[src/rtl/snp_pkg.sv]
// Shared types and constants for the sensor packet parser.
package snp_pkg;

   // Header bytes 's', 'n', 'p'.
   localparam logic [7:0] HDR_S = 8'h73;
   localparam logic [7:0] HDR_N = 8'h6E;
   localparam logic [7:0] HDR_P = 8'h70;

   // Sum of the three header bytes, the starting value of the running sum.
   localparam logic [15:0] HDR_SUM = 16'(HDR_S) + 16'(HDR_N) + 16'(HDR_P);

   // Data bytes per register.
   localparam logic [5:0] BYTES_PER_REG = 6'd4;

   // Record kinds.
   localparam logic RK_DATA    = 1'b0;
   localparam logic RK_SUMMARY = 1'b1;

   typedef enum logic [2:0] {
      PH_HUNT,
      PH_N,
      PH_P,
      PH_TYPE,
      PH_ADDR,
      PH_DATA,
      PH_CSH,
      PH_CSL
   } phase_type;

   typedef struct packed {
      logic        record_kind;
      logic [7:0]  payload_byte;
      logic [5:0]  payload_index;
      logic [7:0]  packet_type;
      logic [7:0]  register_address;
      logic        has_payload;
      logic        batch_flag;
      logic [3:0]  batch_count;
      logic [15:0] computed_sum;
      logic [15:0] received_sum;
      logic        sum_matches;
   } rec_type;

endpackage

[src/rtl/sensor_packet_parser_core.sv]
// Sensor packet parser: header hunt, field decode, data records and checksum summary.
//
//   Channel | Direction | Handshake             | Payload
//   req_    | in        | req_valid / req_stall | rx_byte
//   rsp_    | out       | rsp_valid / rsp_stall | one data or summary record
//
// One byte is accepted per cycle while req_stall is low. A record that a byte produces
// is registered in the result register, or in the skid register if that one is held.
// A two-entry output buffer (result register plus skid register) lets a byte be
// accepted while a record waits; req_stall rises only when both entries are full.
// Synchronous active-high reset returns the parser to the header hunt and empties
// the output buffer.
module sensor_packet_parser_core (
   input  logic        clock,
   input  logic        reset,
   input  logic        req_valid,
   output logic        req_stall,
   input  logic [7:0]  req_rx_byte,
   output logic        rsp_valid,
   input  logic        rsp_stall,
   output logic        rsp_record_kind,
   output logic [7:0]  rsp_payload_byte,
   output logic [5:0]  rsp_payload_index,
   output logic [7:0]  rsp_packet_type,
   output logic [7:0]  rsp_register_address,
   output logic        rsp_has_payload,
   output logic        rsp_batch_flag,
   output logic [3:0]  rsp_batch_count,
   output logic [15:0] rsp_computed_sum,
   output logic [15:0] rsp_received_sum,
   output logic        rsp_sum_matches
);
   import snp_pkg::*;

   phase_type   phase_ff, phase_in;
   logic [7:0]  type_ff, type_in;
   logic [7:0]  addr_ff, addr_in;
   logic [5:0]  left_ff, left_in;
   logic [5:0]  pos_ff, pos_in;
   logic [15:0] sum_ff, sum_in;
   logic [7:0]  chk_ff, chk_in;

   logic        out_valid_ff, out_valid_in;
   rec_type     out_ff, out_in;
   logic        skid_valid_ff, skid_valid_in;
   rec_type     skid_ff, skid_in;

   logic        accept;
   logic        out_take;
   logic        res_valid;
   rec_type     res;
   logic [15:0] sum_plus;
   logic [5:0]  payload_len;
   logic [15:0] rx_sum;

   assign accept   = req_valid && !req_stall;
   assign out_take = out_valid_ff && !rsp_stall;
   assign sum_plus = sum_ff + {8'd0, req_rx_byte};
   assign rx_sum   = {chk_ff, req_rx_byte};

   // Payload length is decided from the type byte already held when the address arrives.
   always_comb begin
      if (type_ff[7]) begin
         if (type_ff[6]) begin
            payload_len = {type_ff[5:2], 2'b00};
         end else begin
            payload_len = BYTES_PER_REG;
         end
      end else begin
         payload_len = 6'd0;
      end
   end

   // Next state of the parser.
   always_comb begin
      phase_in = phase_ff;
      type_in  = type_ff;
      addr_in  = addr_ff;
      left_in  = left_ff;
      pos_in   = pos_ff;
      sum_in   = sum_ff;
      chk_in   = chk_ff;
      unique case (phase_ff)
         PH_HUNT: begin
            if (req_rx_byte == HDR_S) phase_in = PH_N;
         end
         PH_N: begin
            if (req_rx_byte == HDR_N) phase_in = PH_P;
            else if (req_rx_byte == HDR_S) phase_in = PH_N;
            else phase_in = PH_HUNT;
         end
         PH_P: begin
            if (req_rx_byte == HDR_P) begin
               sum_in   = HDR_SUM;
               phase_in = PH_TYPE;
            end else if (req_rx_byte == HDR_S) begin
               phase_in = PH_N;
            end else begin
               phase_in = PH_HUNT;
            end
         end
         PH_TYPE: begin
            type_in  = req_rx_byte;
            sum_in   = sum_plus;
            phase_in = PH_ADDR;
         end
         PH_ADDR: begin
            addr_in  = req_rx_byte;
            sum_in   = sum_plus;
            pos_in   = 6'd0;
            left_in  = payload_len;
            phase_in = (payload_len == 6'd0) ? PH_CSH : PH_DATA;
         end
         PH_DATA: begin
            sum_in  = sum_plus;
            pos_in  = pos_ff + 6'd1;
            left_in = left_ff - 6'd1;
            if (left_ff == 6'd1) phase_in = PH_CSH;
         end
         PH_CSH: begin
            chk_in   = req_rx_byte;
            phase_in = PH_CSL;
         end
         PH_CSL: begin
            phase_in = PH_HUNT;
         end
         default: phase_in = PH_HUNT;
      endcase
   end

   // Record produced by the current byte, if any.
   always_comb begin
      res                  = '0;
      res.packet_type      = type_ff;
      res.register_address = addr_ff;
      res.has_payload      = type_ff[7];
      res.batch_flag       = type_ff[6];
      res.batch_count      = type_ff[5:2];
      res_valid            = 1'b0;
      unique case (phase_ff)
         PH_DATA: begin
            res_valid          = 1'b1;
            res.record_kind    = RK_DATA;
            res.payload_byte   = req_rx_byte;
            res.payload_index  = pos_ff;
            res.computed_sum   = sum_plus;
         end
         PH_CSL: begin
            res_valid          = 1'b1;
            res.record_kind    = RK_SUMMARY;
            res.computed_sum   = sum_ff;
            res.received_sum   = rx_sum;
            res.sum_matches    = (rx_sum == sum_ff);
         end
         default: res_valid = 1'b0;
      endcase
   end

   // Output buffer: the skid register catches a record when the result register is held.
   always_comb begin
      out_valid_in  = out_valid_ff;
      out_in        = out_ff;
      skid_valid_in = skid_valid_ff;
      skid_in       = skid_ff;
      if (skid_valid_ff) begin
         if (out_take) begin
            out_in        = skid_ff;
            skid_valid_in = 1'b0;
         end
      end else if (accept && res_valid) begin
         if (!out_valid_ff || out_take) begin
            out_in       = res;
            out_valid_in = 1'b1;
         end else begin
            skid_in       = res;
            skid_valid_in = 1'b1;
         end
      end else if (out_take) begin
         out_valid_in = 1'b0;
      end
   end

   always_ff @(posedge clock) begin
      if (reset) begin
         phase_ff      <= PH_HUNT;
         type_ff       <= 8'd0;
         addr_ff       <= 8'd0;
         left_ff       <= 6'd0;
         pos_ff        <= 6'd0;
         sum_ff        <= 16'd0;
         chk_ff        <= 8'd0;
         out_valid_ff  <= 1'b0;
         skid_valid_ff <= 1'b0;
      end else begin
         if (accept) begin
            phase_ff <= phase_in;
            type_ff  <= type_in;
            addr_ff  <= addr_in;
            left_ff  <= left_in;
            pos_ff   <= pos_in;
            sum_ff   <= sum_in;
            chk_ff   <= chk_in;
         end
         out_valid_ff  <= out_valid_in;
         skid_valid_ff <= skid_valid_in;
      end
   end

   always_ff @(posedge clock) begin
      out_ff  <= out_in;
      skid_ff <= skid_in;
   end

   assign req_stall            = skid_valid_ff;
   assign rsp_valid            = out_valid_ff;
   assign rsp_record_kind      = out_ff.record_kind;
   assign rsp_payload_byte     = out_ff.payload_byte;
   assign rsp_payload_index    = out_ff.payload_index;
   assign rsp_packet_type      = out_ff.packet_type;
   assign rsp_register_address = out_ff.register_address;
   assign rsp_has_payload      = out_ff.has_payload;
   assign rsp_batch_flag       = out_ff.batch_flag;
   assign rsp_batch_count      = out_ff.batch_count;
   assign rsp_computed_sum     = out_ff.computed_sum;
   assign rsp_received_sum     = out_ff.received_sum;
   assign rsp_sum_matches      = out_ff.sum_matches;

endmodule

[config.mk]
export PLATFORM = sky130hd
export DESIGN_NAME = sensor_packet_parser_core
export DESIGN_NICKNAME = d
export VERILOG_FILES = /design/src/rtl/snp_pkg.sv /design/src/rtl/sensor_packet_parser_core.sv
export SDC_FILE = /design/constraint.sdc
export NUM_CORES = 1
export LEC_CHECK = 0
export ABC_AREA = 1
export BUFFER_PORTS_ARGS = -buffer_cell sky130_fd_sc_hd__buf_2
export CAP_MARGIN = 10
export CORE_MARGIN = 2
export CORE_UTILIZATION = 55
export DETAILED_ROUTE_END_ITERATION = 6
export PLACE_DENSITY_LB_ADDON = 0.2
export SYNTH_ARGS = -nofsm -noshare
export SYNTH_HDL_FRONTEND = slang
export SYNTH_SLANG_ARGS = --single-unit
[constraint.sdc]
create_clock -name clock -period 4.8 [get_ports clock]
set_clock_uncertainty 0.15 [all_clocks]
set_input_delay 0 -clock clock [delete_from_list [all_inputs] [get_ports clock]]
set_output_delay 0 -clock clock [all_outputs]
set_load 0.005 [all_outputs]
# Yosys cells after proc, flatten, opt, wreduce, memory -nomap -nowiden
# Index checks and enable logic that the tools add are counted.
# W data, S select, Z words.
[word_totals] register_bits=197 input_bits=12 output_inout_bits=72 word_cells=107
[op_classes] add_sub_neg=3 eq_ne=17 n_mux=29 bitwise_logic=2 reduce_logical=25
[ops] op="$mux W70" count=4
[ops] op="$pmux W16 S2" count=2
[ops] op="$eq A8 B7 Y1 const B" count=3
[ops] op="$pmux W3 S8" count=1
[ops] op="$pmux W6 S2" count=2
[ops] op="$mux W17" count=1
[ops] op="$add A16 B8 Y16" count=1
[ops] op="$eq A16 B16 Y1" count=1
[ops] op="$mux W16" count=1
[ops] op="$reduce_and A3 Y1" count=5
[ops] op="$mux W14" count=1
[ops] op="$eq A3 B3 Y1 const B" count=4
[ops] op="$mux W6" count=2
[ops] op="$mux W1" count=10
[ops] op="$reduce_bool A2 Y1" count=5
[ops] op="$mux W3" count=3
[ops] op="$reduce_and A2 Y1" count=4
[ops] op="$add A6 B1 Y6 const B" count=1
[ops] op="$eq A3 B2 Y1 const B" count=2
[ops] op="$eq A6 B1 Y1 const B" count=1
[ops] op="$logic_not A6 Y1" count=1
[ops] op="$ne A2 B2 Y1 const B" count=3
[ops] op="$sub A6 B1 Y6 const B" count=1
[ops] op="$mux W2" count=2
[ops] op="9 further kinds" count=15

# Longest topological paths before layout
# Gate-level depths: netlist of run 1.
[depth] depth_word=6 ltp_mapped=13 depth_no_buf=13

# Worst setup path before layout of run 1
# Ideal clock, no wire load.
[synth_path] kind="register -> register" start="register skid_valid_ff, in the netlist req_stall" end="register skid_ff[0] in the netlist's numbering, enable pin" setup_ns=0.487 t_arrival_ns=3.524 required_time_ns=4.163 setup_slack_ns=0.638 path_stages_with_launch=7 n_path_buf=1 synth_period_minus_slack_ns=4.162 path_cell_list="dfxtp_1 -> buf_6 -> clkinv_2 -> nand2_4 -> nor3_1 -> inv_1 -> nor2_1"
[synth_between] elab_chain_len=4 elab_cells_between_ends=5 classes_between="bitwise (1); reduce/logical (4)"
[synth_rtl] element="from (decl)" line_no="sensor_packet_parser_core.sv:45" source="logic skid_valid_ff, skid_valid_in;"
[synth_rtl] element="from (signal assigned)" line_no="sensor_packet_parser_core.sv:205" source="skid_valid_ff <= skid_valid_in;"
[synth_rtl] element="$logic_not A1 Y1" line_no="sensor_packet_parser_core.sv:56" source="assign accept = req_valid && !req_stall;"
[synth_rtl] element="$logic_and A1 B1 Y1" line_no="sensor_packet_parser_core.sv:56"
[synth_rtl] element="$logic_and A1 B1 Y1" line_no="sensor_packet_parser_core.sv:170" source="end else if (accept && res_valid) begin"
[synth_rtl] element="$reduce_and A3 Y1 (no line) *"
[synth_rtl] element="to (signal assigned)" line_no="sensor_packet_parser_core.sv:211" source="skid_ff <= skid_in;"
[synth_rtl] element="to (decl)" line_no="sensor_packet_parser_core.sv:46" source="rec_type skid_ff, skid_in;"
# Mark *: on every way between the ends. The rest lies on a longest branch, timed or not.
# A chain may end at the register's enable or synchronous reset.

# Final worst setup path of run 1
[layout_path] start="register phase_ff[0]" end="register skid_valid_ff, in the netlist req_stall"
[layout_between] elab_chain_len=6 elab_cells_between_ends=7 classes_between="eq/ne (2); mux (3); reduce/logical (2)"
[layout_rtl] element="from (decl)" line_no="sensor_packet_parser_core.sv:35" source="phase_type phase_ff, phase_in;"
[layout_rtl] element="from (signal assigned)" line_no="sensor_packet_parser_core.sv:196" source="phase_ff <= phase_in;"
[layout_rtl] element="$eq A3 B3 Y1" line_no="sensor_packet_parser_core.sv:140" source="unique case (phase_ff)"
[layout_rtl] element="$reduce_or A2 Y1 (no line) *"
[layout_rtl] element="$mux W1 *" line_no="sensor_packet_parser_core.sv:140"
[layout_rtl] element="$logic_and A1 B1 Y1 *" line_no="sensor_packet_parser_core.sv:170"
[layout_rtl] element="$mux W1 *" line_no="sensor_packet_parser_core.sv:170"
[layout_rtl] element="$mux W1 *" line_no="sensor_packet_parser_core.sv:165" source="if (skid_valid_ff) begin"
# Marks and branches as above.

==> reports/metrics.cfg, run 1 <==
[detailed_routing]
drt_wl_total_um = 17700
drc = 0
dr.pass1.iters = 6
final_antenna_net_count = 0
vias_per_cell = 5.26
wl_per_cell_um = 15.1
num_vias = 6180
drtIter0Drc = 559

[clocking]
clk_pin_slew_ns = 0.07
cts_sinks = 185
cts_setup_buffers = 0
cts_tree = done
cts_root_buffer = clkbuf_16
ctsLongestPathBuffers = 2
cts_max_level = 4
insertion_delay_ns = 0.43
cts_made_buffers = 17

[place]
place_congestion = 0.868
portBuffers = 83
place_ws_ns = 1.95
postPlaceCellArea_sq_um = 8870
hpwlAfterDp_um = 11700

[sta]
rsz0062_at_grt = no
setup_viol = 0
worstMarginPinSlew_ns = 1.03
fmax_mhz = 349
setup_tns_ns = 0
min_period_ns = 2.86
hold_viol = 0
fin_crit_sh_pct = 59.6
timing.hold.ws_ns = 0.288
max_slew_margin_pct = 31.4
slew_viol_final = 0
fin_ws_ns = 1.94

[job]
cap_violations = 0

[die]
core-area_sq_um = 15100
die-area_sq_um = 16300
die_w_um = 128
initial_core_util_pct = 55.8
fp-row-count = 45
die_h_um = 128
ioPinCount = 84

[cells_and_area]
final_common_cell = nand2_1
fill_cells = 1264
drive_gt1_share_pct = 16.5
insertedDiodeCount = 0
fin_nets = 998
multi_input_area_sq_um = 2880
final_cell_mix = 303 x nand2_1, 128 x edfxtp_1, 83 x buf_2, 72 x inv_1, 56 x dfxtp_1
seqCellArea_sq_um = 4990
areaGrowthSynthToFinish_pct = 13.6
stdcell_area_sq_um = 9560

[synthesis]
synth_xor_area_share_pct = 1.46
syn_avg_cell_area_sq_um = 9.38
synth_cell_types = 47
synth_ff_type = edfxtp_1
yosysSeqAreaShare_pct = 59.2
synthAdderAreaFrac_pct = 1.87
yosys_warnings = 0
synth_edf_count = 128
synthMuxAreaShare_pct = 0
synth_compound_gate_area_share_pct = 7.65
synth_fp_nets = 922
synthArstFlopShare_pct = 0
synth_seq_cells = 185
synth_top_family_by_area = simple AND/OR/NAND/NOR gates
netlist_area_sq_um = 8420
yosys.area_share.simple_pct = 23.1
synthCells = 898

[worst_setup_path]
worstPathRequired_ns = 5.02
end_kind = flop
startpoint_type = flop
slowest_stage = nor2_4
arrival_ns = 3.08
critPathTopFamily = simple AND/OR/NAND/NOR gates
timing.rr.start = phase_ff[0]
cpMostUsedCell = inv_1
critical_path.max_stage_delay_ns = 0.79
worst-path-max-fanout = 34
crit_type = reg -> reg
critPathBufInv = 4
crit_path_start = phase_ff[0]
rrSetupSlack_ns = 1.94
path_cells = inv_2 -> nor3_1 -> inv_1 -> nor2_4 -> inv_1 -> a21oi_1 -> dlygate4sd3_1

[min_path]
min-delay-start = type_ff[2]
hp-class = reg -> reg

[global_routing]
overflow = 0
antenna_found_initial = 0
grt_pass1_wl_um = 28600
track_usage_pct = 22.7
grt_pass1_vias = 5646
grt_max_degree = 73

[power_and_ir_drop]
peakVddDrop_mv = 0.269
power_uw = 3110
power_density_nw_per_um2 = 325
p_leak_uw = 0.00392

[status]
status = finished, final reports clean

[logic make-up after synthesis]
group / Yosys count
buffers and inverters: 127
adders and majority gates: 12
and+or+nand+nor: 441
DFF: 185
xor gates and xnor gates: 14
AOI/OAI and AO/OA: 119
[registers in the layout, summed over array words and instances, names as in the netlist]
name                  cells
addr_ff                   8
chk_ff                    8
left_ff                   6
phase_ff                  3
pos_ff                    6
req_stall                 1
rsp_computed_sum         16
rsp_packet_type           8
rsp_payload_byte          8
rsp_payload_index         6
rsp_received_sum         16
rsp_record_kind           1
rsp_register_address      8
rsp_sum_matches           1
rsp_valid                 1
skid_ff                  64
sum_ff                   16
type_ff                   8
[stage by stage]
step,utilization (%),instances
after floorplan,-,898
after global placement,58.8,1131
after detailed placement,58.8,1131
after CTS,63.4,1175
after global routing,63.4,1175
final,63.4,1175
[worst paths after layout]
check	to	cells after the start
max	req_stall	7
min reg2reg	skid_ff[49]	0
max reg2reg	req_stall	7
min	skid_ff[49]	0
[layout make-up]
cell class                 count  area share, %
multi-input combinational    586           30.1
inverter                      84           3.31
timing repair buffer         100           5.99
clock buffer                  18           4.49
clock inverter                14           1.52
tap                          188           2.46
sequential                   185           52.1
[layer usage]
layer,global-route usage [%],up-vias,routed length [um]
met1,32.6,2847,8410
met2,35.3,201,8020
met4,6.33,0,296
li1,-,3104,-
met5,0,-,0
met3,4.88,28,1000
[power breakdown]
group          internal (uW)  switching (uW)  leakage (uW)
sequential              1680           0.142       0.00164
combinational           18.0            41.6       0.00201
clock                    767             600      0.000264
total                   2470             642       0.00392
[repair_timing]
action                                  CTS  global route
hold endpoints to repair                 49             0
resized for setup                         0             0
endpoints found under the setup margin    0             0
hold buffers                             12             0
[synthesized netlist by cell type (all sizes together) (2+ instances only)]
library cell	count	area [sq um]
a211oi	3	32.5
a21oi	54	274
a31oi	4	25.0
buf	27	189
clkbuf	16	60.1
dfxtp	57	1140
edfxtp	128	3840
ha	11	138
inv	83	312
nand2	306	1160
nand3	40	205
nand3b	4	30.0
nand4	5	31.3
nor2	65	385
nor3	14	80.1
nor3b	2	20.0
nor4	2	12.5
o21ai	51	259
or2	2	12.5
xnor2	12	105
xor2	2	17.5
Note: power is estimated with default switching activity, not from simulation.
==> inputs of run 2 (changes only) <==
CORE_UTILIZATION = 53   (was 55)
clock period = 2.4 ns   (was 4.8 ns; I/O delays follow)
==> run 2 against run 1 <==
Global-route usage fell by 0.48 points. First-iteration DRC count rose by 2.3%. Clock-buffer cell count fell by 1. Hold slack got worse by 0.0035 ns. Final cell count rose by 3.2%. Sequential share of layout area fell by 1.6 points. Non-clock buffer count rose by 10. Sequential cell count did not move. Critical path depth rose by 4. Sequential power rose by 100%. Critical endpoint is now rsp_computed_sum[12]. Largest cell class unchanged.
==> reports/metrics.cfg, run 2 (synthesis gave the netlist of run 1 again) <==
[die]
core-area_sq_um = 15700
initial_core_util_pct = 53.6
die_w_um = 130
fp-row-count = 46
ioPinCount = 84
die_h_um = 130
die-area_sq_um = 16900

[detailed_routing]
wl_per_cell_um = 14.9
drtIter0Drc = 572
dr.pass1.iters = 5
num_vias = 6203
vias_per_cell = 5.11
drc = 0
drt_wl_total_um = 18100
final_antenna_net_count = 0

[worst_setup_path]
timing.rr.start = sum_ff[0]
crit_type = reg -> reg
slowest_stage = fa_1
critical_path.max_stage_delay_ns = 0.42
crit_path_start = sum_ff[0]
worst-path-max-fanout = 3
cpMostUsedCell = nand2_1
worstPathRequired_ns = 2.43
startpoint_type = flop
path_cells = ha_1 -> inv_1 -> fa_1 -> o21ai_1 -> nand2_1 -> nand2_1 -> nand3_1 -> nand3_1 -> nand2_1 -> nand2_1 -> nand2_1
end_kind = flop
arrival_ns = 2.20

[cells_and_area]
fin_cells = 1213
largest_reg_flops = 64
stdcell_area_sq_um = 9870
final_common_cell = nand2_1
drive_gt1_share_pct = 17.6
fin_nets = 1008
final_util_pct = 62.8
insertedDiodeCount = 0
largest_register = skid_ff
areaGrowthSynthToFinish_pct = 17.3
final_cell_mix = 302 x nand2_1, 128 x edfxtp_1, 83 x buf_2, 72 x inv_1, 55 x dfxtp_1

[global_routing]
overflow = 0
grt_pass1_vias = 5608
grt_pass1_wl_um = 28700
antenna_found_initial = 0
track_usage_pct = 22.2
grt_max_degree = 72

[power_and_ir_drop]
p_leak_uw = 0.00405
clkPwrFrac_pct = 48.2
p_sw_uw = 1260
swShare_pct = 18.8
p_seq_share_pct = 50.0
power_density_nw_per_um2 = 682
pwr-share-comb_pct = 1.9
power.internal_uw = 5470
peakVddDrop_mv = 0.477

[sta]
fin_crit_sh_pct = 90.7
min_period_ns = 2.18
timing.hold.ws_ns = 0.285
setup_viol = 0
rsz0062_at_grt = no
slew_viol_final = 0
hold_viol = 0
worstMarginPinSlew_ns = 0.754
max_slew_margin_pct = 49.7
setup_tns_ns = 0
fmax_mhz = 459

[clocking]
cts_made_buffers = 17
cts_tree = done
cts_root_buffer = clkbuf_16
ctsLongestPathBuffers = 2
cts_max_level = 4
cts_sinks = 185
clk_pin_slew_ns = 0.07
insertion_delay_ns = 0.42
cts_setup_buffers = 0

[place]
hpwlAfterDp_um = 12000
place_inst = 1168
place_congestion = 0.917
postPlaceCellArea_sq_um = 9040
portBuffers = 83

[min_path]
hp-class = reg -> reg
min-delay-start = type_ff[5]

[job]
cap_violations = 0

[status]
status = finished, final reports clean

## run 2: changes by cell type in the layout (fill, tap and decap cells not counted), moves of 2 or more
cell        before  now
buf_4            5   10
bufinv_16        2    7
clkinv_4         1    3
buf_12           0    4
clkinvlp_4       5    1
## run 2: timing repair
action                     in CTS  in global routing
resized for setup               0                  3
setup endpoints to repair       0                  2
hold buffers                   13                  0
hold endpoints to repair       55                  0
## run 2: final timing paths
kind,end,slack (ns),cells after the start
max,rsp_computed_sum[12],0.22,11
min,skid_ff[52],0.28,0
max reg2reg,rsp_computed_sum[12],0.22,11
min reg2reg,skid_ff[52],0.28,0
## run 2: critical path: cells and delay by family, from the launching register on
family                     cells  cell delay, ns
buffers and inverters          1            0.06
AOI/OAI and AO/OA              1            0.20
and+or+nand+nor                7            0.57
DFF                            1            0.36
adders and majority gates      2            0.61
## run 2: power groups by stage
stage               Clock, uW  Combinational [uW]  Sequential, uW
floorplan                   0                59.4            3440
global placement            0                 110            3440
detailed placement          0                 110            3440
CTS                      3290                 124            3370
global route             3420                 134            3360
finish                   3250                 125            3360
## run 2: area by class of cell
type	count	area, sq um
multi-input combinational	586	2890
tap	216	270
fill	1337	5840
timing repair buffer	110	701
inverter	84	324
clock buffer	17	425
sequential	185	4990
clock inverter	15	269
## run 2: through the flow
step	total power (uW)	worst slack [ns]
finish	6730	0.222
detailed placement	3550	0.286
CTS	6780	0.0533
global placement	3550	0.332
floorplan	3490	0.0177
global route	6910	0.0285
## run 2: routing by layer
layer,vias up,track usage (%),share of wire (%)
met3,15,3.81,5.8
met1,2886,31.8,47
li1,3118,-,-
met4,0,6.96,1.3
met5,-,0,0
met2,184,34.9,46
==> inputs of run 3 (changes only) <==
CORE_MARGIN = 3   (was 2)
==> run 3 against run 2 <==
Non-clock buffer count unchanged. Utilization up 0.66 points. Global-route usage shrank 0.52 points. Power decreased by 5.8%. Hold slack improved by 0.0041 ns. Register-to-register slack got worse by 0.08 ns. Critical path depth decreased by 4. Clock-buffer cell count is 5 higher. Clock power decreased by 12%. Worst setup slack worse by 0.083 ns. Sequential share of layout area is 0.55 points higher. Sequential cell count unchanged. Critical endpoint is now sum_ff[4]. Highest routed layer unchanged.
==> reports/metrics.cfg, run 3 (synthesis gave the netlist of run 1 again) <==
[die]
die_h_um = 132
initial_core_util_pct = 54.8
ioPinCount = 84
fp-row-count = 45
core-area_sq_um = 15400
die-area_sq_um = 17400
die_w_um = 132

[detailed_routing]
vias_per_cell = 5.20
wl_met3_um = 894
drtIter0Drc = 561
num_vias = 6281
drc = 0
routed.top_layer = met4
drt_wl_total_um = 18600
final_antenna_net_count = 0
wl_met1_um = 8910
dr.pass1.iters = 5
dr_wl_met2_um = 8510
wl_per_cell_um = 15.4

[worst_setup_path]
end_kind = flop
r2r_end = sum_ff[4]
startpoint_type = flop
path_cells = nand2_2 -> nor2_1 -> nor2_1 -> a21oi_2 -> o21ai_0 -> dlygate4sd3_1 -> a21oi_1
worst-path-max-fanout = 8
rrSetupSlack_ns = 0.14
timing.rr.start = phase_ff[0]
crit_type = reg -> reg
cpMostUsedCell = nor2_1
slowest_stage = dlygate4sd3_1
critical_path.max_stage_delay_ns = 0.57
arrival_ns = 2.48
r2r_cells = 7
worstPathRequired_ns = 2.62

[sta]
max_slew_margin_pct = 51.4
setup_tns_ns = 0
worstMarginPinSlew_ns = 0.730
fin_crit_sh_pct = 94.2
fmax_mhz = 442
slew_viol_final = 0
fin_ws_ns = 0.139
rsz0062_at_grt = no
setup_viol = 0
hold_viol = 0
min_period_ns = 2.26

[global_routing]
track_usage_pct = 21.7
grt_pass1_vias = 5842
grt_pass1_wl_um = 30000
overflow = 0
antenna_found_initial = 0
grt_max_degree = 72

[cells_and_area]
insertedDiodeCount = 0
fin_nets = 1008
final_cell_mix = 302 x nand2_1, 128 x edfxtp_1, 83 x buf_2, 72 x inv_1, 56 x dfxtp_1
final_common_cell = nand2_1
largest_reg_flops = 64
fin_cells = 1208
fill_cells = 1291
seqCellArea_sq_um = 4990
areaGrowthSynthToFinish_pct = 15.9
multi_input_area_sq_um = 2890
stdcell_area_sq_um = 9760
drive_gt1_share_pct = 17.5
largest_register = skid_ff

[place]
place_congestion = 0.934
portBuffers = 83
hpwlAfterDp_um = 12300
place_inst = 1164
postPlaceCellArea_sq_um = 9030
place_ws_ns = 0.216

[job]
cap_violations = 0

[min_path]
hp-class = reg -> reg
min_to = skid_ff[52]
min-delay-start = type_ff[5]
hold_depth = 0

[clocking]
cts_made_buffers = 17
clk_pin_slew_ns = 0.07
cts_max_level = 4
cts_sinks = 185
insertion_delay_ns = 0.43
cts_root_buffer = clkbuf_16
cts_tree = done
ctsLongestPathBuffers = 2

[status]
status = finished, final reports clean

[power_and_ir_drop]
p_leak_uw = 0.00399
peakVddDrop_mv = 0.463
power_density_nw_per_um2 = 650
power_uw = 6350

[run 3: worst max path at each step]
stage / slack (ns) / cells after the start / from / to
after floorplan: 0.02 / 8 / req_stall / rsp_computed_sum[0]
after global placement: 0.25 / 11 / sum_ff[0] / rsp_computed_sum[12]
after detailed placement: 0.22 / 11 / sum_ff[0] / rsp_computed_sum[12]
after CTS: 0.16 / 11 / sum_ff[0] / rsp_computed_sum[12]
after global routing: 0.02 / 7 / phase_ff[0] / sum_ff[4]
final: 0.14 / 7 / phase_ff[0] / sum_ff[4]
[run 3: critical path, delay by kind of cell (launching register included)]
family | cells | cell delay [ns]
buffers and inverters | 1 | 0.57
flip-flops | 1 | 0.56
AO/OA/AOI/OAI | 3 | 0.53
AND/OR/NAND/NOR | 3 | 0.39
[run 3: repair_timing]
action | in CTS | in global routing
hold endpoints to repair | 58 | 0
hold buffers | 12 | 0
gates resized for setup | 0 | 1
buffers inserted | 0 | 0
endpoints found under the setup margin | 0 | 1
[run 3: area by class of cell]
type	instances	area share, %
inverter	84	3.32
clock inverter	10	1.46
timing repair buffer	110	7.03
clock buffer	22	4.76
multi-input combinational	586	29.6
sequential	185	51.1
tap	211	2.71
[run 3: metrics by stage]
stage	util [%]	hold slack (ns)
finish	63.5	0.289
global route	63.5	0.295
CTS	63.5	0.282
detailed placement	58.7	0.221
global placement	58.7	0.222
floorplan	-	-0.0770
[run 3: layer usage]
layer | vias to the layer above | track usage, %
li1 | 3129 | -
met1 | 2942 | 30.8
met2 | 185 | 34.2
met3 | 25 | 3.93
met4 | 0 | 6.88
met5 | - | 0
[run 3: power by group]
group / internal (uW) / total [uW] / switching [uW]
logic: 40.4 / 127 / 86.1
clock network: 1700 / 2850 / 1150
registers: 3370 / 3370 / 0.316
total: 5110 / 6350 / 1240
